$ cat src/design/bloom_filter_insert_query_macros.svh
// Assertion macros of the bloom filter design, included by bfiq_back.
`ifndef BLOOM_FILTER_INSERT_QUERY_MACROS_SVH
`define BLOOM_FILTER_INSERT_QUERY_MACROS_SVH

// Same-cycle implication, sampled on clk, off while rst is high.
`define BFIQ_ASSERT_NOW(lbl, ante, cons, msg) \
  lbl: assert property (@(posedge clk) disable iff (rst) (ante) |-> (cons)) else $error(msg);

// Next-cycle implication, sampled on clk, off while rst is high.
`define BFIQ_ASSERT_NEXT(lbl, ante, cons, msg) \
  lbl: assert property (@(posedge clk) disable iff (rst) (ante) |=> (cons)) else $error(msg);

`endif

$ cat src/design/bfiq_pkg.sv
// Shared types and constants of the bloom filter insert/query block.
package bfiq_pkg;

  localparam int HASH_W     = 64;
  localparam int ROT_AMT    = 32;
  localparam int BIT_SEL_W  = 6;
  localparam int WCOUNT_W   = 13;
  localparam int NHASH_W    = 5;
  localparam int TDATA_OUT_W = 8;

  // Operation codes
  localparam logic OP_INSERT = 1'b0;
  localparam logic OP_QUERY  = 1'b1;

  // Status codes
  localparam logic ST_OK   = 1'b0;
  localparam logic ST_MISS = 1'b1;

  // Register word index (paddr[2])
  localparam logic REG_NUM_HASHES = 1'b0;
  localparam logic REG_WORD_COUNT = 1'b1;

  localparam logic [NHASH_W-1:0]  NUM_HASHES_RST = 5'd3;
  localparam logic [WCOUNT_W-1:0] WORD_COUNT_RST = 13'd4096;

  // Request queue: two entries
  localparam int QUEUE_DEPTH = 2;

  // Classified request: operation and double-hash seeds
  typedef struct packed {
    logic              op;
    logic [HASH_W-1:0] a;
    logic [HASH_W-1:0] b;
  } item_t;

  // Finished request result handed to the output queue
  typedef struct packed {
    logic valid;
    logic status;
  } res_t;

endpackage

$ cat src/design/bfiq_result.sv
// Output queue: holds finished request results until the sink takes them.
module bfiq_result (
  input  logic                               clk,
  input  logic                               rst,
  input  bfiq_pkg::res_t                     res,
  output logic                               res_full,
  output logic                               res_taken,
  output logic                               m_tvalid,
  input  logic                               m_tready,
  output logic [bfiq_pkg::TDATA_OUT_W-1:0]   m_tdata    // [0] status, [7:1] zero
);

  logic       ent_status [bfiq_pkg::QUEUE_DEPTH];
  logic       wr_ptr;
  logic       rd_ptr;
  logic [1:0] count;

  assign m_tvalid  = (count != 2'd0);
  assign res_full  = (count == 2'(bfiq_pkg::QUEUE_DEPTH));
  assign res_taken = m_tvalid && m_tready;
  assign m_tdata   = {(bfiq_pkg::TDATA_OUT_W-1)'(0), ent_status[rd_ptr]};

  // Store result payload
  always_ff @(posedge clk) begin
    if (res.valid) begin
      ent_status[wr_ptr] <= res.status;
    end
  end

  // Advance pointers and fill count
  always_ff @(posedge clk) begin
    if (rst) begin
      wr_ptr <= 1'b0;
      rd_ptr <= 1'b0;
      count  <= 2'd0;
    end else begin
      if (res.valid) begin
        wr_ptr <= ~wr_ptr;
      end
      if (res_taken) begin
        rd_ptr <= ~rd_ptr;
      end
      case ({res.valid, res_taken})
        2'b10:   count <= count + 2'd1;
        2'b01:   count <= count - 2'd1;
        default: count <= count;
      endcase
    end
  end

endmodule

$ cat config.mk
export PLATFORM = sky130hd
export DESIGN_NAME = bfiq_result
export DESIGN_NICKNAME = d
export VERILOG_FILES = /design/src/design/bloom_filter_insert_query_macros.svh /design/src/design/bfiq_pkg.sv /design/src/design/bfiq_result.sv
export SDC_FILE = /design/constraint.sdc
export NUM_CORES = 1
export LEC_CHECK = 0
export BUFFER_PORTS_ARGS = -buffer_cell sky130_fd_sc_hd__buf_4
export CAP_MARGIN = 5
export CORE_AREA = 2 2 39 41
export CTS_CLUSTER_SIZE = 25
export DETAILED_ROUTE_END_ITERATION = 10
export DIE_AREA = 0 0 41 43
export GPL_ROUTABILITY_DRIVEN = 0
export HOLD_SLACK_MARGIN = 0.05
export PLACE_DENSITY = 0.5
export SLEW_MARGIN = 30
export SYNTH_ARGS = -nofsm -noshare
export SYNTH_HDL_FRONTEND = slang
export SYNTH_SLANG_ARGS = --single-unit
$ cat constraint.sdc
create_clock -name clk -period 1.3 [get_ports clk]
set_input_delay 0.13 -clock clk [delete_from_list [all_inputs] [get_ports clk]]
set_output_delay 0.13 -clock clk [all_outputs]
set_load 0.01 [all_outputs]
==> impl_results.md <==
* Run status: complete, but fails checks
* Violated checks: setup timing
* Crit path arrival time at approximately 1.5 ns
* Critical path origin: count[0]$_SDFFE_PP0P_
* Predominant post-synthesis flop cell: sky130_fd_sc_hd__dfxtp_1
* Class of the tightest hold or removal check: in -> reg
* Worst voltage drop across the vdd grid at roughly 460 uV
* Initial cell density of the core at 0.248
* Pre-CTS setup slack at 0.0238 ns
* Fraction of final layout cells sized beyond drive strength 1 at 0.438
* Routed wire length at 520 um
* Overall die area at 1760 sq um
* Final number of max-transition violations at 0
* Area of the placeable core at 1380 sq um
* Beginning of the worst register-to-register path: count[0]$_SDFFE_PP0P_
* Critical path cell sequence: o21a_4 > ha_4 > xnor2_1 > or3_1 > a21oi_2
* Slowest cell on the critical path: sky130_fd_sc_hd__dfxtp_2
* Reg2Reg Depth at 5
* Global-route total usage across every layer at 0.0766
* Area share of the largest cell type after synthesis at 0.292
* Hold-fix buffers, CTS at 0
* Final number of hold-violating endpoints at 0
* Worst Skew at 0.000241 ns
* HPWL after DPL at 405 um
* Overall power of the completed layout at 0.925 mW
* Lkg Pwr at 0.211 nW
* Most common cell in the synthesized netlist: sky130_fd_sc_hd__buf_4
* Startpoint of the tightest hold check path: res[0]
* Clk sink count at 7
* Power per cell area at a little under 2000 nW/um^2
* Total internal power at 0.648 mW
* Post-synth top area cell: sky130_fd_sc_hd__dfxtp_1
* Antenna violations before repair at 0
* Cell count after placement at 60
* Number of buffers created by CTS at 3
* Largest net degree at the start of global routing at 6
* PnR worst setup slack at -0.00841 ns
* Average cell area after synthesis at 10.1 sq um
* Post-Syn Area at roughly 340 sq um
* Count of TritonRoute iterations in the first routing pass at 3
* Worst endpoint required time at 1.49 ns
* H-Tree Level Count at 1
* Average vias per placed instance at between 3 and 4
* Switching power total at roughly 0.28 mW
* Biggest cell delay along the critical path at around 0.32 ns
* Clock root buffer: sky130_fd_sc_hd__clkbuf_4
* Count of cells along the worst hold path at 1
* Number of buffer cells added on primary ports at 8
* Non-Filler Instances at 64
* Startpoint type of the worst setup path: flip-flop
* Total grt overflow at 0
* Seq pwr share at 0.341
* Count of endpoints failing setup in the final report at 1
* Switching power share of the total at 0.300
* Sequential share of the synthesized area at 0.467
* Crit path capture type: flip-flop
* Count of synthesis-stage warnings from yosys at 0
* Period Utilization, post-route at 1.01
* Area added between synthesis and finish at 36.1%
* Number of different library cells in the post-synthesis netlist at 17
* Vias at 229
* Final-layout setup total negative slack at -0.00841 ns
* Number of flops mapped to enable cells by yosys at 2
* Reg-to-reg critical path endpoint: count[1]$_SDFFE_PP0P_
* Top fanout value on the critical path at 2
* Synth async-reset ratio at 0
* Final ANT Viol Nets at 0
* Critical path capture point: count[1]$_SDFFE_PP0P_
* Bufs on Longest Clock Path at 2
* Later-pin clock latency in the skew report at 0.25 ns
* Height of the die at 43 um
* Total inserted antenna cells at 0
* Synthesized netlist cell count at 34
* Setup repair after global routing missed its margin: true
* Number of design-rule violations left by the first detailed-router iteration at 2
* Time the worst path needs with I/O delays and setup at approximately 1.3 ns
* Routed len/inst at 8.13 um
* Critical path type: reg -> reg
* Clock share of power at 0.209
* Register bit total from synthesis at 7
* Wire length of the first global-routing pass at about 800 um
* Die outline width at 41 um
* Top cells by count, synth: sky130_fd_sc_hd__buf_4 (7), sky130_fd_sc_hd__dfxtp_1 (5), sky130_fd_sc_hd__nor2_1 (5)
* Clock edge transition at the registers on the reported setup and hold paths at 0.05 ns
* Fraction of power consumed by combinational cells at 0.450
* Worst setup slack for register-to-register paths at -0.008 ns
* Upper clock frequency limit at between 0.7 and 0.8 GHz
* Top Ports at 16
* Placement Rows at 14
* Number of maximum-capacitance constraint violations at 0
* Dominant cells by area after synthesis: sky130_fd_sc_hd__dfxtp_1 (29%), sky130_fd_sc_hd__edfxtp_1 (18%), sky130_fd_sc_hd__buf_4 (15%)
* Count of unresolved DRC violations after routing at 0
* Post-layout net count at 55
* CTS tree: built
* Via count of the first global-routing pass at 222
* Share of the core filled with cells at 0.337
-- cell usage in the layout (no fill, tap or decap) --
cell	instances
sky130_fd_sc_hd__and2b_2	1
sky130_fd_sc_hd__or2_2	1
sky130_fd_sc_hd__o21a_4	1
sky130_fd_sc_hd__xnor2_1	3
sky130_fd_sc_hd__a21oi_2	1
sky130_fd_sc_hd__inv_1	1
sky130_fd_sc_hd__clkbuf_1	1
sky130_fd_sc_hd__ha_4	1
sky130_fd_sc_hd__o21ai_0	1
sky130_fd_sc_hd__or3_1	1
sky130_fd_sc_hd__edfxtp_1	2
sky130_fd_sc_hd__dfxtp_2	1
sky130_fd_sc_hd__dfxtp_1	4
sky130_fd_sc_hd__mux2_2	1
sky130_fd_sc_hd__xor2_1	1
sky130_fd_sc_hd__clkbuf_4	3
sky130_fd_sc_hd__conb_1	7
sky130_fd_sc_hd__and2_1	1
sky130_fd_sc_hd__buf_4	11
sky130_fd_sc_hd__nor2_1	5
-- cell families after synthesis --
| group | count (synthesis) | synth area share |
|---|---|---|
| muxes | 1 | 0.0328 |
| and+or+nand+nor | 9 | 0.135 |
| adders and majority gates | 1 | 0.0365 |
| DFF | 7 | 0.467 |
| xor gates and xnor gates | 4 | 0.102 |
| buffers and inverters | 8 | 0.164 |
| other | 1 | 0.0109 |
| AOI/OAI and AO/OA | 3 | 0.0511 |
-- worst min-delay path by stage --
| stage | endpoint | slack, ns |
|---|---|---|
| floorplan | count[0]$_SDFFE_PP0P_ | 0.19 |
| global placement | ent_status[1]$_DFFE_PP_ | 0.32 |
| detailed placement | ent_status[1]$_DFFE_PP_ | 0.32 |
| CTS | ent_status[0]$_DFFE_PP_ | 0.05 |
| global route | ent_status[0]$_DFFE_PP_ | 0.06 |
| finish | ent_status[0]$_DFFE_PP_ | 0.07 |
-- metal layers --
| metal | up-vias | global-route usage | routed length, um |
|---|---|---|---|
| met5 | - | 0 | 0 |
| met4 | 0 | 0.120 | 14 |
| met3 | 2 | 0.0314 | 40 |
| met2 | 9 | 0.106 | 253 |
| met1 | 97 | 0.0586 | 211 |
| li1 | 121 | - | - |
-- worst max-delay path, delay by kind of cell (launching register included) --
family	cells	cell delay, ns
flip-flops	1	0.32
AO/OA/AOI/OAI	2	0.34
AND/OR/NAND/NOR	1	0.32
adder cells (fa/ha/maj)	1	0.15
XOR/XNOR	1	0.12
-- power groups by stage --
stage,Clock (mW),Sequential (mW),Combinational (mW)
finish,0.194,0.315,0.416
global route,0.214,0.324,0.462
CTS,0.208,0.316,0.413
detailed placement,0,0.321,0.412
global placement,0,0.320,0.406
floorplan,0,0.330,0.247
-- metrics by stage --
stage                     hold WS, ns  cell area (sq um)
after floorplan                 0.195                387
after global placement          0.316                437
after detailed placement        0.320                437
after CTS                      0.0513                463
after global routing           0.0551                467
final                          0.0668                467
-- final cells by class --
class / instances / area [sq um]
fill: 155 / 917
tap: 16 / 20.0
multi-input combinational: 25 / 173
timing repair buffer: 11 / 82.6
clock buffer: 4 / 26.3
inverter: 1 / 3.75
sequential: 7 / 161
-- repair_timing --
action / 4_1_cts / 5_1_grt
setup endpoints to repair: 0 / 1
setup buffers: 0 / 0
gates resized for setup: 0 / 1
(Power assumes the default switching activity.)
