**config.mk**
```make
export PLATFORM = sky130hd
export DESIGN_NAME = bfiq_front
export DESIGN_NICKNAME = d
export VERILOG_FILES = /design/src/design/bloom_filter_insert_query_macros.svh /design/src/design/bfiq_pkg.sv /design/src/design/bfiq_front.sv
export SDC_FILE = /design/constraint.sdc
export NUM_CORES = 1
export LEC_CHECK = 0
export BUFFER_PORTS_ARGS = -buffer_cell sky130_fd_sc_hd__buf_2
export CORE_UTILIZATION = 49
export DETAILED_ROUTE_END_ITERATION = 10
export PLACE_DENSITY = 0.8
export REMOVE_ABC_BUFFERS = 1
export SKIP_LAST_GASP = 1
export SYNTH_ARGS = -nofsm -noshare
export SYNTH_HDL_FRONTEND = slang
export SYNTH_SLANG_ARGS = --single-unit
```
**constraint.sdc**
```tcl
create_clock -name clk -period 3.6 [get_ports clk]
set_input_delay 0.36 -clock clk [delete_from_list [all_inputs] [get_ports clk]]
set_output_delay 0.36 -clock clk [all_outputs]
set_load 0.005 [all_outputs]
```
**src/design/bloom_filter_insert_query_macros.svh**
```systemverilog
// Assertion macros of the bloom filter design, included by bfiq_back.
`ifndef BLOOM_FILTER_INSERT_QUERY_MACROS_SVH
`define BLOOM_FILTER_INSERT_QUERY_MACROS_SVH

// Same-cycle implication, sampled on clk, off while rst is high.
`define BFIQ_ASSERT_NOW(lbl, ante, cons, msg) \
  lbl: assert property (@(posedge clk) disable iff (rst) (ante) |-> (cons)) else $error(msg);

// Next-cycle implication, sampled on clk, off while rst is high.
`define BFIQ_ASSERT_NEXT(lbl, ante, cons, msg) \
  lbl: assert property (@(posedge clk) disable iff (rst) (ante) |=> (cons)) else $error(msg);

`endif

```
**src/design/bfiq_pkg.sv**
```systemverilog
// Shared types and constants of the bloom filter insert/query block.
package bfiq_pkg;

  localparam int HASH_W     = 64;
  localparam int ROT_AMT    = 32;
  localparam int BIT_SEL_W  = 6;
  localparam int WCOUNT_W   = 13;
  localparam int NHASH_W    = 5;
  localparam int TDATA_OUT_W = 8;

  // Operation codes
  localparam logic OP_INSERT = 1'b0;
  localparam logic OP_QUERY  = 1'b1;

  // Status codes
  localparam logic ST_OK   = 1'b0;
  localparam logic ST_MISS = 1'b1;

  // Register word index (paddr[2])
  localparam logic REG_NUM_HASHES = 1'b0;
  localparam logic REG_WORD_COUNT = 1'b1;

  localparam logic [NHASH_W-1:0]  NUM_HASHES_RST = 5'd3;
  localparam logic [WCOUNT_W-1:0] WORD_COUNT_RST = 13'd4096;

  // Request queue: two entries
  localparam int QUEUE_DEPTH = 2;

  // Classified request: operation and double-hash seeds
  typedef struct packed {
    logic              op;
    logic [HASH_W-1:0] a;
    logic [HASH_W-1:0] b;
  } item_t;

  // Finished request result handed to the output queue
  typedef struct packed {
    logic valid;
    logic status;
  } res_t;

endpackage

```
**src/design/bfiq_front.sv**
```systemverilog
// Front end: accepts requests, derives probe seeds and count, queues them.
module bfiq_front #(
  parameter int MAX_PROBES = 16
) (
  input  logic                          clk,
  input  logic                          rst,
  input  logic                          s_tvalid,
  output logic                          s_tready,
  input  logic [bfiq_pkg::HASH_W-1:0]   s_tdata,   // [63:0] key_hash
  input  logic                          s_tuser,   // [0] operation
  input  logic [bfiq_pkg::NHASH_W-1:0]  num_hashes,
  input  logic                          clearing,
  input  logic                          pop,
  output logic                          q_valid,
  output bfiq_pkg::item_t               q_item,
  output logic [$clog2(MAX_PROBES+1)-1:0] q_probes
);

  localparam int PCW = $clog2(MAX_PROBES + 1);

  bfiq_pkg::item_t   ent_item   [bfiq_pkg::QUEUE_DEPTH];
  logic [PCW-1:0]    ent_probes [bfiq_pkg::QUEUE_DEPTH];
  logic              wr_ptr;
  logic              rd_ptr;
  logic [1:0]        count;

  bfiq_pkg::item_t   new_item;
  logic [PCW-1:0]    new_probes;
  logic              push;

  // Classify: rotate hash for the first seed, saturate the probe count
  always_comb begin
    new_item.op = s_tuser;
    new_item.a  = {s_tdata[bfiq_pkg::ROT_AMT-1:0],
                   s_tdata[bfiq_pkg::HASH_W-1:bfiq_pkg::ROT_AMT]};
    new_item.b  = s_tdata;
    if (32'(num_hashes) > 32'(MAX_PROBES)) begin
      new_probes = PCW'(MAX_PROBES);
    end else begin
      new_probes = PCW'(num_hashes);
    end
  end

  assign s_tready = (count != 2'(bfiq_pkg::QUEUE_DEPTH)) && !clearing;
  assign push     = s_tvalid && s_tready;

  assign q_valid  = (count != 2'd0);
  assign q_item   = ent_item[rd_ptr];
  assign q_probes = ent_probes[rd_ptr];

  // Store entry payload
  always_ff @(posedge clk) begin
    if (push) begin
      ent_item[wr_ptr]   <= new_item;
      ent_probes[wr_ptr] <= new_probes;
    end
  end

  // Advance pointers and fill count
  always_ff @(posedge clk) begin
    if (rst) begin
      wr_ptr <= 1'b0;
      rd_ptr <= 1'b0;
      count  <= 2'd0;
    end else begin
      if (push) begin
        wr_ptr <= ~wr_ptr;
      end
      if (pop) begin
        rd_ptr <= ~rd_ptr;
      end
      case ({push, pop})
        2'b10:   count <= count + 2'd1;
        2'b01:   count <= count - 2'd1;
        default: count <= count;
      endcase
    end
  end

endmodule

```
==> results of run 1 <==
-- per-stage QoR --
stage          hold WS [ps]  setup WS (ps)  instance area [um2]
3_3_place_gp            472           1420                 6490
6_report                144           1260                 7160
2_1_floorplan           429            834                 5240
4_1_cts                 124           1240                 7160
5_1_grt                 118           1160                 7160
3_5_place_dp            498           1330                 6490
-- layout make-up --
class | instances | area share [%]
inverters | 1 | 0.0524
multi-input cells | 93 | 13.0
well taps | 143 | 2.50
clock buffers | 17 | 5.94
flip-flops and latches | 145 | 60.2
repair buffers | 211 | 15.0
clock inverters | 14 | 3.37
-- worst max-delay path, stage by stage, from the launching register on --
cell	delay [ps]
dfxtp_4	900
mux2_2	450
buf_2	130
-- power by group --
| group | leakage, nW | switching [mW] | total (mW) | internal [mW] |
|---|---|---|---|---|
| clock network | 0.322 | 0.614 | 1.97 | 1.35 |
| registers | 1.33 | 0.0482 | 1.99 | 1.94 |
| logic | 1.16 | 0.181 | 0.401 | 0.221 |
-- layout by cell type (no fill, tap or decap) --
cell type / netlist / layout
ha_1: 1 / 1
mux2_2: 70 / 70
bufinv_16: 0 / 7
or2_2: 1 / 1
a21oi_1: 2 / 2
edfxtp_1: 140 / 140
nor2b_1: 5 / 5
o21ai_0: 2 / 2
or3_1: 2 / 2
dfxtp_1: 5 / 4
xor2_1: 1 / 1
nand2_1: 1 / 1
dfxtp_4: 0 / 1
clkinv_1: 0 / 6
nor2_1: 4 / 4
xnor2_1: 2 / 2
nand2b_1: 1 / 1
buf_2: 8 / 210
buf_12: 0 / 1
clkbuf_16: 0 / 17
inv_2: 0 / 1
and3_4: 0 / 1
inv_6: 0 / 1
-- flip-flops by register name, indices dropped and copies added, names as in the netlist, named ones only --
| name | count |
|---|---|
| count | 2 |
| ent_item | 130 |
| ent_probes | 10 |
| rd_ptr | 1 |
| wr_ptr | 1 |
-- metal layers --
metal / global-route usage [%] / vias up / wire (um)
li1: - / 1421 / -
met1: 18.7 / 1482 / 3850
met2: 28.2 / 137 / 5020
met3: 5.54 / 13 / 621
met4: 6.67 / 0 / 142
met5: 0 / - / 0
-- logic make-up after synthesis --
kind of cell | count (synthesis) | share of synthesized area [%]
AOI/OAI and AO/OA | 4 | 0.348
xor gates and xnor gates | 3 | 0.456
adders and majority gates | 1 | 0.217
buffers and inverters | 74 | 9.17
DFF | 145 | 74.7
muxes | 70 | 13.7
and+or+nand+nor | 15 | 1.41
-- final timing paths --
check / start / end / slack [ps]
worst max register to register: count[0] / ent_item[0][98] / 1470
worst max-delay path: flop / q_item[71] / 1260
worst min register to register: count[1] / count[1] / 510
worst min-delay path: s_tdata[23] / ent_item[1][119] / 140
==> flow_summary_export.csv, run 1 <==
group,metric,value,unit
run_status,outcome,"finished clean",
die,chipWidth,110,um
logic_synthesis,synthArstFlopShare,0,%
logic_synthesis,synth_top_area_cell,"edfxtp_1",
grt,overflow,0,
die,core,0.0114,mm2
sta,tns,0,ps
clock_network,cts_root_buffer,"clkbuf_16",
logic_synthesis,synth_seq_area_share,74.7,%
die,std_cell_rows,39,
clock_network,ctsHoldBuffers,0,
sta,maxSlewHeadroom,34.0,%
sta,worst_pin_slew,990,ps
logic_synthesis,synthFlopType,"edfxtp_1",
cells_and_area,seq_area,0.00431,mm2
die,io_pins,211,
grt,grt_max_degree,71,
logic_synthesis,postSynthCellCount,312,
sta,hold_violations,0,
logic_synthesis,synthTopCellsByCount,"edfxtp_1 (140), mux2_2 (70), buf_4 (64), buf_2 (8)",
grt,grt_pass1_wl,15.4,mm
clock_network,htreeDepth,4,
route,dr.pass1.iters,4,
logic_synthesis,ys_warn_count,0,
logic_synthesis,synth_area_leaders,"edfxtp_1 (73%), mux2_2 (14%), buf_4 (8.3%), dfxtp_1 (1.7%), buf_2 (0.70%)",
route,wl,9.64,mm
clock_network,cts_tree,"built",
sta,grt_setup_unrepaired,"false",
route,drtIter0Drc,108,
critical_path,cp_data_required_time,3240,ps
worst_hold_path,hold_path.class,"in2reg",
cells_and_area,final_cells,624,
route,wire_per_inst,15.4,um
placement,gp_congestion,0.726,
placement,dp_hpwl,6.23,mm
logic_synthesis,ys_ff_latch,145,
route,drc,0,
cells_and_area,multi_input_area,933,um2
logic_synthesis,avgSynthCellArea,18.5,um2
route,final_antenna_net_count,0,
placement,dp_cells,593,
sta,fmax,0.427,GHz
cells_and_area,area_delta_synth_final,24.3,%
clock_network,path_clk_slew,60,ps
critical_path,start_kind,"flop",
clock_network,clock_latency,400,ps
clock_network,cts_made_buffers,17,
sta,finalSetupViolCount,0,
sta,fin_crit,2340,ps
power,p_leak,2.81,nW
placement,port_buffers,210,
sta,fin_skew,5.34,ps
grt,grt_pass1_vias,3100,
critical_path,cp_max_fo,70,
power,vdd_drop_max,0.340,mV
cells_and_area,drive_gt1_share,64.4,%
grt,antenna_found_initial,0,
clock_network,cts_sinks,145,
cells_and_area,fillCellCount,855,
cells_and_area,fin_util,62.7,%
critical_path,worstRegToRegCells,4,
flow_run,maxCapViolations,0,
power,power,4.36,mW
clock_network,post_cts_buffers,0,
die,fp.dieH,110,um
die,initial_core_util,50.4,%
critical_path,cp-end-kind,"output pin",
power,p_per_area,608,mW/mm2
logic_synthesis,synth_edf_count,140,
route,num_vias,3053,
logic_synthesis,yosysTopAreaCellShare,73.0,%
worst_hold_path,hold_depth,1,
grt,grt_usage,16.4,%
sta,slew_viol_final,0,
logic_synthesis,synth_area,0.00576,mm2
critical_path,cp.arrival,1980,ps
clock_network,clockBufferDepth,2,
logic_synthesis,synth.distinct_cells,19,
sta,period_share,65.0,%
cells_and_area,n_antenna_cell,0,
logic_synthesis,synth.most_common_cell,"edfxtp_1",
route,viasPerCell,4.89,
clock_network,post_cts_resized,0,
cells_and_area,final_nets,545,
critical_path,worstSetupPathType,"reg2out",
die,die_area,0.0122,mm2
No activity file was read; power rests on OpenSTA's default activity.
==> inputs of run 2 (changes only) <==
--- a/config.mk
+++ b/config.mk
@@ -6,9 +6,9 @@
 export NUM_CORES = 1
 export LEC_CHECK = 0
 export BUFFER_PORTS_ARGS = -buffer_cell sky130_fd_sc_hd__buf_2
-export CORE_UTILIZATION = 49
+export CORE_UTILIZATION = 44
 export DETAILED_ROUTE_END_ITERATION = 10
-export PLACE_DENSITY = 0.8
+export PLACE_DENSITY = 0.76
 export REMOVE_ABC_BUFFERS = 1
 export SKIP_LAST_GASP = 1
 export SYNTH_ARGS = -nofsm -noshare
==> constraint.sdc (replaced) <==
create_clock -name clk -period 1.95 [get_ports clk]
set_input_delay 0.195 -clock clk [delete_from_list [all_inputs] [get_ports clk]]
set_output_delay 0.195 -clock clk [all_outputs]
set_load 0.005 [all_outputs]
==> flow_summary_export.csv, run 2 (same netlist as run 1, synthesis figures left out) <==
group,metric,value,unit
clock_network,clockBufferDepth,2,
sta,grt_setup_unrepaired,"false",
clock_network,clock_latency,410,ps
placement,dp_hpwl,6.60,mm
route,wl,10.6,mm
sta,slew_viol_final,0,
grt,grt_pass1_vias,3320,
grt,grt_pass1_wl,15.6,mm
critical_path,crit_end,"q_item[36]",
flow_run,maxCapViolations,0,
sta,finalSetupViolCount,0,
cells_and_area,fillCellCount,950,
clock_network,cts_made_buffers,17,
critical_path,timing.rr.end,"count[1]",
sta,hold_violations,0,
route,dr.pass1.iters,4,
route,drtIter0Drc,134,
route,num_vias,3296,
grt,antenna_found_initial,0,
sta,fin_skew,6.68,ps
worst_hold_path,hold_path.class,"in2reg",
sta,period_share,88.4,%
die,fp.dieH,116,um
grt,grt_usage,15.8,%
sta,tns,0,ps
sta,fin_crit,1720,ps
critical_path,cp_max_fo,34,
die,io_pins,211,
run_status,outcome,"finished clean",
cells_and_area,area_delta_synth_final,35.4,%
critical_path,cp_data_required_time,1750,ps
cells_and_area,drive_gt1_share,57.0,%
clock_network,htreeDepth,4,
route,viasPerCell,4.56,
sta,fin_ws,226,ps
cells_and_area,top_regs,"ent_item x130, ent_probes x10, count x2",
grt,overflow,0,
cells_and_area,final_cell_mix,"buf_2 (210), edfxtp_1 (140), mux2_2 (70), dlygate4sd3_1 (66), clkbuf_16 (17)",
critical_path,r2r-start,"count[0]",
cells_and_area,seq_area,0.00431,mm2
die,std_cell_rows,41,
sta,worst_pin_slew,213,ps
clock_network,cts_tree,"built",
clock_network,path_clk_slew,50,ps
route,drc,0,
cells_and_area,final_nets,616,
cells_and_area,n_antenna_cell,0,
die,die_area,0.0136,mm2
die,chipWidth,116,um
critical_path,worstSetupPathType,"reg2out",
sta,maxSlewHeadroom,85.8,%
placement,dpl_worst_slack,323,ps
sta,fmax,0.580,GHz
critical_path,worstRegToRegCells,6,
grt,grt_max_degree,37,
critical_path,cp-end-kind,"output pin",
route,wire_per_inst,14.6,um
power,p_leak,3.06,nW
cells_and_area,layout_commonest_cell,"buf_2",
die,core,0.0127,mm2
placement,port_buffers,210,
cells_and_area,multi_input_area,933,um2
power,vdd_drop_max,0.666,mV
critical_path,cp.arrival,1530,ps
cells_and_area,regMostFlops,"ent_item",
clock_network,cts_sinks,145,
clock_network,cts_root_buffer,"clkbuf_16",
route,final_antenna_net_count,0,
cells_and_area,largest_reg_flops,130,
power,p_per_area,942,mW/mm2
clock_network,post_cts_buffers,0,
die,initial_core_util,45.5,%
critical_path,start_kind,"flop",
critical_path,r2r_setup_slack,300,ps
placement,gp_congestion,0.687,
run 2: cell types whose count changed in the layout (fill, tap and decap cells not counted):
cell           change
clkinv_1           -3
inv_6              -1
buf_12             +5
dlygate4sd3_1     +66
bufinv_16          -6
clkbuf_1           +3
clkinv_2           +6
run 2: worst min-delay path by stage:
stage,startpoint,to,slack (ps),depth (start not counted)
floorplan,rst,count[1],260,1
global placement,s_tdata[63],ent_item[0][95],380,1
detailed placement,s_tdata[44],ent_item[1][76],390,1
CTS,num_hashes[4],ent_probes[0][4],30,1
global route,num_hashes[4],ent_probes[1][4],50,1
finish,num_hashes[4],ent_probes[1][4],50,1
run 2: report_power, final:
part	switching (mW)	internal (mW)	leakage, nW
Clock	1.09	1.71	0.255
Sequential	0.0378	3.58	1.33
Combinational	0.413	0.521	1.48
Total	1.54	5.81	3.06
run 2: repair_timing:
action,in CTS,in global routing
gates resized for setup,0,0
setup endpoints to repair,0,0
endpoints found under the hold margin,132,0
hold buffers,66,0
run 2: layer usage:
layer	up-vias	share of wire [%]	GRT usage [%]
li1	1564	-	-
met1	1600	38	15.8
met2	117	56	29.5
met3	15	4.5	4.51
met4	0	1.6	8.29
met5	-	0	0
run 2: critical path: stages, from the launching register on:
cell     delay [ps]
dfxtp_4         370
buf_12          210
mux2_2          390
buf_2           130
run 2: metrics by stage:
stage                     area [um2]  power, mW  hold WS [ps]  std cells  util (%)
after global placement          6630       4.49           384        627      52.3
final                           7800       7.35          51.2        723      61.6
after detailed placement        6630       4.52           388        627      52.3
after floorplan                 5240       4.06           264        239         -
after global routing            7800       7.66          46.4        723      61.6
after CTS                       7800       7.42          34.1        723      61.6
run 2: layout make-up:
| cell class | instances | share of cell area, % |
|---|---|---|
| clock inverters | 10 | 0.914 |
| inverters | 1 | 0.0481 |
| flip-flops and latches | 145 | 55.2 |
| clock buffers | 20 | 5.60 |
| multi-input cells | 93 | 12.0 |
| well taps | 172 | 2.76 |
| repair buffers | 282 | 23.5 |
==> inputs of run 3 (changes only) <==
--- a/config.mk
+++ b/config.mk
@@ -7,6 +7,7 @@
 export LEC_CHECK = 0
 export BUFFER_PORTS_ARGS = -buffer_cell sky130_fd_sc_hd__buf_2
 export CORE_UTILIZATION = 44
+export CTS_CLUSTER_DIAMETER = 60
 export DETAILED_ROUTE_END_ITERATION = 10
 export PLACE_DENSITY = 0.76
 export REMOVE_ABC_BUFFERS = 1
==> constraint.sdc (replaced) <==
create_clock -name clk -period 1.95 [get_ports clk]
set_input_delay 0.195 -clock clk [delete_from_list [all_inputs] [get_ports clk]]
set_output_delay 0.195 -clock clk [all_outputs]
set_load 0.01 [all_outputs]
==> flow_summary_export.csv, run 3 (same netlist as run 1, synthesis figures left out) <==
group,metric,value,unit
route,final_antenna_net_count,0,
clock_network,cts_sinks,145,
sta,fin_ws,104,ps
critical_path,worstRegToRegCells,6,
placement,placed_cell_area,0.00661,mm2
cells_and_area,final_cells,726,
cells_and_area,drive_gt1_share,57.6,%
cells_and_area,top_regs,"ent_item x130, ent_probes x10, count x2",
critical_path,slowest_delay,440,ps
critical_path,worstSetupPathType,"reg2out",
route,num_vias,3347,
route,viasPerCell,4.61,
cells_and_area,n_antenna_cell,0,
critical_path,r2r_setup_slack,290,ps
cells_and_area,final_cell_mix,"buf_2 (210), edfxtp_1 (140), mux2_2 (70), dlygate4sd3_1 (66), clkbuf_16 (17)",
critical_path,timing.rr.end,"count[1]",
critical_path,crit_chain,"buf_12 > mux2_2 > buf_2",
critical_path,start_kind,"flop",
worst_hold_path,hold_depth,1,
route,wl,11.2,mm
die,std_cell_rows,41,
critical_path,worst-path-buf-inv,2,
cells_and_area,final_nets,618,
grt,overflow,0,
sta,finalSetupViolCount,0,
clock_network,cts_made_buffers,17,
die,core,0.0127,mm2
placement,gp_congestion,0.669,
power,p_leak,3.11,nW
cells_and_area,largest_reg_flops,130,
grt,grt_pass1_vias,3365,
grt,antenna_found_initial,0,
cells_and_area,fillCellCount,909,
worst_hold_path,hold_end,"ent_probes[0][4]",
placement,port_buffers,210,
grt,grt_pass1_wl,16.1,mm
clock_network,cts_root_buffer,"clkbuf_16",
route,wire_per_inst,15.4,um
critical_path,cp_data_required_time,1750,ps
sta,slew_viol_final,0,
sta,period_share,94.7,%
power,p_per_area,1020,mW/mm2
sta,fin_skew,11.0,ps
die,fp.dieH,116,um
clock_network,post_cts_resized,0,
critical_path,cp_max_fo,36,
clock_network,clock_latency,410,ps
sta,maxSlewHeadroom,74.1,%
die,io_pins,211,
cells_and_area,regMostFlops,"ent_item",
critical_path,cp.arrival,1650,ps
critical_path,r2r-start,"count[0]",
worst_hold_path,min_from,"num_hashes[4]",
route,dr.pass1.iters,4,
clock_network,cts_tree,"built",
die,die_area,0.0136,mm2
critical_path,cp-end-kind,"output pin",
sta,hold_violations,0,
sta,grt_setup_unrepaired,"false",
route,drc,0,
power,vdd_drop_max,0.694,mV
cells_and_area,final_cell_area,0.00790,mm2
placement,dp_cells,628,
critical_path,crit_family,"flip-flops",
flow_run,maxCapViolations,0,
placement,dpl_worst_slack,342,ps
grt,grt_usage,16.4,%
route,drtIter0Drc,167,
grt,grt_max_degree,42,
placement,dp_hpwl,6.77,mm
sta,worst_pin_slew,388,ps
clock_network,path_clk_slew,60,ps
die,initial_core_util,45.5,%
worst_hold_path,hold_path.class,"in2reg",
clock_network,htreeDepth,4,
clock_network,clockBufferDepth,2,
sta,fin_crit,1850,ps
run_status,outcome,"finished clean",
cells_and_area,area_delta_synth_final,37.2,%
sta,fmax,0.542,GHz
cells_and_area,layout_commonest_cell,"buf_2",
sta,hold_slack,43.8,ps
critical_path,crit_slowest_cell,"dfxtp_4",
die,chipWidth,116,um
## run 3: cell count changes in the layout (fill, tap and decap cells not counted), sizes merged
cell,change
clkinvlp,+1
clkinv,-2
bufinv,+4
buf,+2
clkbuf,-2
## run 3: power breakdown
group          switching, mW  total (mW)  internal, mW  leakage, nW
Clock                   1.14        3.38          2.24        0.302
Combinational          0.526        1.05         0.525         1.48
Sequential            0.0450        3.62          3.58         1.33
Total                   1.71        8.05          6.34         3.11
## run 3: metal layers
metal | vias up | wire [um] | part of all wire [%] | global-route usage [%]
met5 | - | 0 | 0 | 0
met4 | 0 | 109 | 0.97 | 6.92
met3 | 9 | 641 | 5.7 | 6.18
met2 | 134 | 6210 | 55 | 29.8
met1 | 1635 | 4240 | 38 | 16.9
li1 | 1569 | - | - | -
## run 3: layout make-up
type / count / area, um2 / share of cell area, %
Clock buffer: 18 / 429 / 5.43
Clock inverter: 13 / 193 / 2.44
Inverter: 1 / 3.75 / 0.0475
Multi-Input combinational cell: 93 / 933 / 11.8
Sequential cell: 145 / 4310 / 54.5
Tap cell: 172 / 215 / 2.72
Timing Repair Buffer: 284 / 1820 / 23.0
## run 3: what timing repair did
action / 4_1_cts / 5_1_grt
hold endpoints to repair: 135 / 0
setup endpoints to repair: 66 / 0
setup buffers: 1 / 0
hold buffers: 66 / 0
## run 3: through the flow
step | util [%] | setup TNS [ps] | power, mW
3_3_place_gp | 52.2 | 0 | 4.60
3_5_place_dp | 52.2 | 0 | 4.62
5_1_grt | 62.4 | 0 | 8.34
4_1_cts | 62.4 | 0 | 8.14
2_1_floorplan | - | -179420 | 4.17
6_report | 62.4 | 0 | 8.05
## run 3: how the worst max path moves through the flow
stage                     startpoint          endpoint  cells after the start
after floorplan             count[0]  ent_item[1][100]                      3
after global placement      count[0]   ent_item[1][85]                      4
after detailed placement    count[0]          count[1]                      6
after CTS                       flop        q_item[52]                      3
after global routing            flop        q_item[78]                      3
final                           flop        q_item[52]                      3
